==> config.mk <==
export PLATFORM = sky130hd
export DESIGN_NAME = tcw_put
export DESIGN_NICKNAME = d
export VERILOG_FILES = /design/src/rtl/text_console_writer_top_defines.svh /design/src/rtl/tcw_pkg.sv /design/src/rtl/tcw_put.sv
export SDC_FILE = /design/constraint.sdc
export NUM_CORES = 1
export LEC_CHECK = 0
export BUFFER_PORTS_ARGS = -buffer_cell sky130_fd_sc_hd__buf_2
export CAP_MARGIN = 40
export CELL_PAD_IN_SITES_DETAIL_PLACEMENT = 0
export CELL_PAD_IN_SITES_GLOBAL_PLACEMENT = 2
export CORE_AREA = 2 2 68 70
export DETAILED_ROUTE_END_ITERATION = 10
export DIE_AREA = 0 0 70 72
export PLACE_DENSITY_LB_ADDON = 0.05
export SLEW_MARGIN = 10
export SYNTH_ARGS = -nofsm -noshare
export SYNTH_HDL_FRONTEND = slang
export SYNTH_SLANG_ARGS = --single-unit
==> constraint.sdc <==
create_clock -name vclk -period 5.1
set_input_delay 1.02 -clock vclk [all_inputs]
set_output_delay 1.02 -clock vclk [all_outputs]
set_load 0.05 [all_outputs]
==> src/rtl/text_console_writer_top_defines.svh <==
// Assertion macros shared by the text console writer RTL.
// Expects signals named clk and rst_n in the including module.
`ifndef TEXT_CONSOLE_WRITER_TOP_DEFINES_SVH
`define TEXT_CONSOLE_WRITER_TOP_DEFINES_SVH

// Same-cycle implication, quiet while in reset
`define TCW_ASSERT_IMP(name, ante, cons, msg) \
  name: assert property (@(posedge clk) disable iff (!rst_n) (ante) |-> (cons)) \
    else $error(msg);

// Next-cycle implication, quiet while in reset
`define TCW_ASSERT_NXT(name, ante, cons, msg) \
  name: assert property (@(posedge clk) disable iff (!rst_n) (ante) |=> (cons)) \
    else $error(msg);

`endif

==> src/rtl/tcw_pkg.sv <==
// Shared constants, types and address helpers for the text console writer.
// No dependencies; used by tcw_put and text_console_writer_top.
package tcw_pkg;

  // Screen geometry
  localparam int ROWS  = 25;
  localparam int COLS  = 80;
  localparam int CELLS = ROWS * COLS;

  localparam int RW  = $clog2(ROWS);        // stored row index
  localparam int RWT = $clog2(ROWS + 1);    // row before scroll check
  localparam int CW  = $clog2(COLS);        // stored column index
  localparam int CWT = $clog2(COLS + 8);    // column before wrap check (tab)
  localparam int AW  = $clog2(CELLS);       // cell address

  localparam int CELL_W = 16;
  localparam logic [CELL_W-1:0] RESET_CELL = 16'h0720;

  // Word layouts
  localparam int OP_W         = 2;
  localparam int IN_FIELDS_W  = 8 + 5 + 7;
  localparam int IN_TDATA_W   = ((IN_FIELDS_W + 7) / 8) * 8;
  localparam int OUT_FIELDS_W = 5 + 7 + 11 + 8 + 8;
  localparam int OUT_TDATA_W  = ((OUT_FIELDS_W + 7) / 8) * 8;

  // Operations
  localparam logic [OP_W-1:0] OP_PUT   = 2'd0;
  localparam logic [OP_W-1:0] OP_READ  = 2'd1;
  localparam logic [OP_W-1:0] OP_CLEAR = 2'd2;

  // Control characters
  localparam logic [7:0] CH_NL    = 8'd10;
  localparam logic [7:0] CH_CR    = 8'd13;
  localparam logic [7:0] CH_TAB   = 8'd9;
  localparam logic [7:0] CH_BS    = 8'd8;
  localparam logic [7:0] CH_SPACE = 8'd32;

  localparam logic [7:0] ATTR_RESET = 8'h07;

  // Outcome of one put: the cell write and the new cursor
  typedef struct packed {
    logic          we;
    logic          wblank;
    logic [CW-1:0] wcol;
    logic [RW-1:0] row_nxt;
    logic [CW-1:0] col_nxt;
    logic          scroll;
  } put_t;

  // Screen row to memory row, rows kept as a ring starting at top
  function automatic logic [RW-1:0] phys_row(input logic [RW-1:0] top,
                                             input logic [RW-1:0] row);
    logic [RW:0] sum;
    sum = {1'b0, top} + {1'b0, row};
    if (sum >= (RW+1)'(ROWS)) sum = sum - (RW+1)'(ROWS);
    return sum[RW-1:0];
  endfunction

  // Row and column to linear cell address
  function automatic logic [AW-1:0] cell_addr(input logic [RW-1:0] row,
                                              input logic [CW-1:0] col);
    return AW'(row) * AW'(COLS) + AW'(col);
  endfunction

endpackage

==> src/rtl/tcw_put.sv <==
// Cursor engine for one put: control characters, wrap and scroll decision.
// Depends on tcw_pkg.
module tcw_put (
  input  logic [tcw_pkg::RW-1:0] cur_row,
  input  logic [tcw_pkg::CW-1:0] cur_col,
  input  logic [7:0]             char_code,
  output tcw_pkg::put_t          res
);
  import tcw_pkg::*;

  logic [CWT-1:0] col_t;
  logic [RWT-1:0] row_t;

  always_comb begin
    res    = '0;
    col_t  = CWT'(cur_col);
    row_t  = RWT'(cur_row);

    // character decode
    case (char_code)
      CH_NL: begin
        col_t = '0;
        row_t = row_t + RWT'(1);
      end
      CH_CR: begin
        col_t = '0;
      end
      CH_TAB: begin
        col_t = (CWT'(cur_col) + CWT'(8)) & ~CWT'(7);
      end
      CH_BS: begin
        if (cur_col != '0) begin
          col_t      = CWT'(cur_col) - CWT'(1);
          res.we     = 1'b1;
          res.wblank = 1'b1;
          res.wcol   = cur_col - CW'(1);
        end
      end
      default: begin
        res.we   = 1'b1;
        res.wcol = cur_col;
        col_t    = CWT'(cur_col) + CWT'(1);
      end
    endcase

    // wrap past the last column
    if (col_t >= CWT'(COLS)) begin
      col_t = '0;
      row_t = row_t + RWT'(1);
    end

    // past the last row: stay on it and scroll
    res.col_nxt = col_t[CW-1:0];
    if (row_t >= RWT'(ROWS)) begin
      res.scroll  = 1'b1;
      res.row_nxt = RW'(ROWS - 1);
    end else begin
      res.row_nxt = row_t[RW-1:0];
    end
  end

endmodule

==> flow_summary.json, run 1 <==
{
  "grt_pass1_vias": 1357,
  "nClkBuffers": 0,
  "timing.final.ws_setup_ns": 0.337,
  "hp-class": "in -> out",
  "post-place-ws_ns": 0.240,
  "power_uw": 143,
  "drv_slew": 0,
  "critPathCaptureType": "primary output",
  "crit_path_start_kind": "primary input",
  "hpwl_um": 2890,
  "finalWirelength_um": 3560,
  "hp-start": "cur_col[3]",
  "fin_crit_ns": 4.76,
  "path_max_fanout": 6,
  "portBuffers": 42,
  "yosysTopAreaCell": "ha_1",
  "yosysMostFrequentCell": "nor2_1",
  "fp.coreArea_sq_um": 4260,
  "setup_viol": 0,
  "cp.required_ns": 4.08,
  "drtIter0Drc": 65,
  "grt_max_degree": 14,
  "synth_warnings": 0,
  "vias_per_cell": 5.38,
  "globalRouteOverflowTotal": 0,
  "io_pins": 42,
  "antenna_found_initial": 0,
  "start_util_pct": 25.4,
  "dr_total_vias": 1400,
  "fillers": 484,
  "drv_cap": 0,
  "synth_area_leaders": "ha_1 10%, nor2_1 8.0%, xor2_1 5.7%",
  "die_h_um": 72,
  "die_area_sq_um": 5040,
  "max-vdd-ir-drop_v": 0.0000651,
  "nets": 239,
  "area_growth_pct": 26.5,
  "rsz0062_at_grt": "no",
  "fmax_mhz": 210,
  "num_rows": 24,
  "fin_util_pct": 32.1,
  "cellPowerDensity_nw_per_um2": 104,
  "tightest_slew_ns": 0.631,
  "synthTopCellsByCount": "23 x nor2_1, 12 x a21oi_1, 12 x nand2_1, 12 x nand3_1, 11 x o21ai_0",
  "status": "finished, final reports clean",
  "gp_congestion": 0.799,
  "postCtsHoldBufs": 0,
  "dr.pass1.iters": 4,
  "drcViolationCount": 0,
  "hold_violations": 0,
  "tns_ns": 0,
  "n_antenna_cell": 0,
  "path_class": "in -> out",
  "syn_area_sq_um": 1080,
  "ys_seq_area_share_pct": 0,
  "cp-startpoint": "char_code[6]",
  "die_x_um": 70,
  "wl_per_cell_um": 13.7,
  "postSynthAreaPerCell_sq_um": 6.40,
  "crit_arrival_ns": 3.74,
  "synth_top_area_share_pct": 10.4,
  "yosysUniqueCellTypes": 44,
  "drive_above_1_share_pct": 29.3,
  "worst_slew_margin_rel_pct": 57.5,
  "netlist_instances": 169,
  "period_share_pct": 93.4,
  "grtUsageTotal_pct": 14.2,
  "design.seq.count": 0,
  "power.leakage_nw": 0.605,
  "syn-num-nets": 198,
  "seq_area_sq_um": 0,
  "drt.antenna.violating_nets": 0,
  "grt_pass1_wl_um": 6140
}
## where the power goes
group	switching, mW	leakage, nW	internal [mW]
combinational	0.0993	0.605	0.0437
sequential	0	0	0
clock	0	0	0
total	0.0993	0.605	0.0437
## stage by stage
step | instance area [sq um] | hold WS [ns] | std cells
CTS | 1360 | 2.52 | 260
detailed placement | 1360 | 2.52 | 260
finish | 1370 | 2.52 | 260
global placement | 1360 | 2.51 | 260
global route | 1370 | 2.55 | 260
floorplan | 1090 | 2.22 | 169
## cells in the final DEF (no fill, tap or decap), types with 2 or more instances in the layout
master     n
a211oi_1   2
a21o_1     3
a21oi_1   12
a22oi_1    3
and2_1     2
and3_1     6
buf_2     42
buf_4      5
ha_1       9
inv_1      8
mux2_2     2
nand2_1   12
nand3_1   12
nand3b_1   3
nor2_1    23
nor3_1     6
nor4_1     5
o21ai_0   11
o22ai_1    5
o31ai_1    2
xnor2_1    5
xor2_1     7
## routing by layer
metal	GRT usage, %	up-vias	wire length (um)
met1	15.7	650	1450
met2	29.8	32	1930
met5	0	-	0
li1	-	716	-
met4	1.71	0	21
met3	1.25	2	158
## repair_timing
item | 4_1_cts | 5_1_grt
gates resized for setup | 0 | 2
endpoints found under the setup margin | 0 | 3
setup buffers | 0 | 0
## critical path: stages
cell      delay (ns)
buf_2           0.12
nor4bb_2        0.34
nand2_1         0.22
mux2_2          0.33
ha_1            0.27
nand3_1         0.11
a31oi_1         0.04
a31o_2          0.26
a211oi_1        0.24
o22ai_1         0.16
o21bai_1        0.19
mux2i_2         0.14
buf_2           0.29
## path summary, 6_finish.rpt
path                  to  slack [ns]  cells past startpoint
setup / recovery  res[0]        0.34                     13
hold / removal    res[4]        2.52                      3
## kinds of logic (layout without fill, tap and decap cells)
family                   after synthesis  after routing  share of synthesized area, %
AND/OR/NAND/NOR                       77             77                          36.5
AO/OA/AOI/OAI                         51             51                          32.7
buffers and inverters                 16             55                          6.70
XOR/XNOR                              12             12                          9.71
adder cells (fa/ha/maj)                9              9                          10.4
multiplexers                           4              4                          3.93
## cell type report
type               instances  area [sq um]  share of cell area (%)
well taps                 52          65.1                    4.75
inverters                  8          30.0                    2.19
multi-input cells        153          1030                    75.0
repair buffers            47           248                    18.1
No activity file was read; power rests on OpenSTA's default activity.
==> run 2, diff against run 1 <==
--- a/config.mk
+++ b/config.mk
@@ -9,9 +9,9 @@
 export CAP_MARGIN = 40
 export CELL_PAD_IN_SITES_DETAIL_PLACEMENT = 0
 export CELL_PAD_IN_SITES_GLOBAL_PLACEMENT = 2
-export CORE_AREA = 2 2 68 70
+export CORE_AREA = 2 2 65 73
 export DETAILED_ROUTE_END_ITERATION = 10
-export DIE_AREA = 0 0 70 72
+export DIE_AREA = 0 0 67 75
 export PLACE_DENSITY_LB_ADDON = 0.05
 export SLEW_MARGIN = 10
 export SYNTH_ARGS = -nofsm -noshare
==> constraint.sdc (replaced) <==
create_clock -name vclk -period 5.1
set_input_delay 1.02 -clock vclk [all_inputs]
set_output_delay 1.02 -clock vclk [all_outputs]
set_load 0.1 [all_outputs]
==> run 2 against run 1 <==
Net effect:
- total power up 46%
- final cell count up 1.2%
- design area increased by 6.9%
- hold slack improved by 0.073 ns
- sequential share of layout area is the same
- sequential cell count stayed put
- wire length is 0.34% higher
- utilization increased by 2.3 points
- first-iteration DRC count fell by 18%
- count of clock-buffer cells in the layout did not move
- die area is 0.30% lower
- critical path depth unchanged
- largest cell class unchanged
- highest routed layer unchanged
==> flow_summary.json, run 2 (synthesis gave the netlist of run 1 again) <==
{
  "status": "finished, final reports clean",
  "critPathCaptureType": "primary output",
  "portBuffers": 42,
  "drt.antenna.violating_nets": 0,
  "post-place-ws_ns": 0.284,
  "antenna_found_initial": 0,
  "max-vdd-ir-drop_v": 0.000103,
  "cp.required_ns": 4.08,
  "cp_cell_sequence": "buf_2, nor4_1, nand2_1, mux2_2, ha_1, nand3_1, a31oi_1, a31o_2, a211oi_1, o22ai_1, o21bai_1, mux2i_2, buf_12",
  "postCtsHoldBufs": 0,
  "fmax_mhz": 206,
  "path_class": "in -> out",
  "crit_arrival_ns": 3.84,
  "dpl-instance-area_sq_um": 1460,
  "mostFrequentLayoutCells": "38 x buf_2, 23 x nor2_1, 12 x nand2_1, 12 x nand3_1, 12 x a21oi_1",
  "finalInstanceArea_sq_um": 1460,
  "wl_per_cell_um": 13.6,
  "drv_slew": 0,
  "dr.pass1.iters": 4,
  "design.seq.count": 0,
  "io_pins": 42,
  "period_share_pct": 95.2,
  "die_x_um": 67,
  "tns_ns": 0,
  "nClkBuffers": 0,
  "post_cts_buffers": 0,
  "grt_pass1_wl_um": 6030,
  "rsz0062_at_grt": "no",
  "cellPowerDensity_nw_per_um2": 142,
  "dr_total_vias": 1382,
  "grt_max_degree": 14,
  "nets": 240,
  "die_h_um": 75,
  "grt-busiest-layer": "met2",
  "fillers": 488,
  "hpwl_um": 2970,
  "n_antenna_cell": 0,
  "drcViolationCount": 0,
  "vias_per_cell": 5.25,
  "hold_violations": 0,
  "fin_crit_ns": 4.86,
  "gp_congestion": 0.806,
  "finalWirelength_um": 3570,
  "die_area_sq_um": 5030,
  "drtIter0Drc": 53,
  "globalRouteOverflowTotal": 0,
  "worst_slew_margin_rel_pct": 57.6,
  "tightest_slew_ns": 0.630,
  "grt_pass1_vias": 1287,
  "max_stage_delay_ns": 0.40,
  "cts_resized": 0,
  "fp.coreArea_sq_um": 4250,
  "layout_commonest_cell": "buf_2",
  "use_met3_pct": 0,
  "grtUsageMet2_pct": 30.6,
  "path_max_fanout": 6,
  "slowest_stage": "nor4_1",
  "crit_path_start_kind": "primary input",
  "area_growth_pct": 35.3,
  "power.leakage_nw": 0.641,
  "seq_area_sq_um": 0,
  "power_uw": 209,
  "drive_above_1_share_pct": 31.1,
  "grtUsageTotal_pct": 14.9,
  "met1_usage_pct": 17.6,
  "timing.final.ws_setup_ns": 0.243,
  "hp-class": "in -> out",
  "start_util_pct": 25.4,
  "drv_cap": 0,
  "num_rows": 25,
  "setup_viol": 0
}
==> run 2: final timing paths <==
path  depth (start not counted)  slack, ns       to         start
max                          13       0.24   res[0]  char_code[7]
min                           4       2.59  res[19]    cur_col[6]
==> run 2: layer usage <==
layer / vias up / share of wire, %
met5: - / 0
met4: 0 / 1.2
met3: 4 / 2.6
met2: 25 / 55
met1: 645 / 41
li1: 708 / -
==> run 2: power breakdown <==
group / leakage (nW) / total [mW] / switching, mW / internal (mW)
combinational: 0.641 / 0.209 / 0.153 / 0.0555
sequential: 0 / 0 / 0 / 0
clock: 0 / 0 / 0 / 0
total: 0.641 / 0.209 / 0.153 / 0.0555
==> run 2: area by class of cell <==
type / instances / area [sq um] / area share [%]
repair buffers: 48 / 315 / 21.5
well taps: 54 / 67.6 / 4.62
inverters: 8 / 30.0 / 2.05
multi-input cells: 153 / 1050 / 71.8
==> run 2: through the flow <==
stage	instances	hold WS, ns	utilization (%)
3_5_place_dp	263	2.60	34.4
5_1_grt	263	2.63	34.4
6_report	263	2.59	34.4
3_3_place_gp	263	2.59	34.4
4_1_cts	263	2.60	34.4
2_1_floorplan	169	2.22	-
==> run 2: critical path: cells and delay by family <==
kind / cells / cell delay [ns]
muxes: 2 / 0.56
AOI/OAI and AO/OA: 5 / 0.90
buffers and inverters: 2 / 0.34
adders and majority gates: 1 / 0.27
and+or+nand+nor: 3 / 0.75
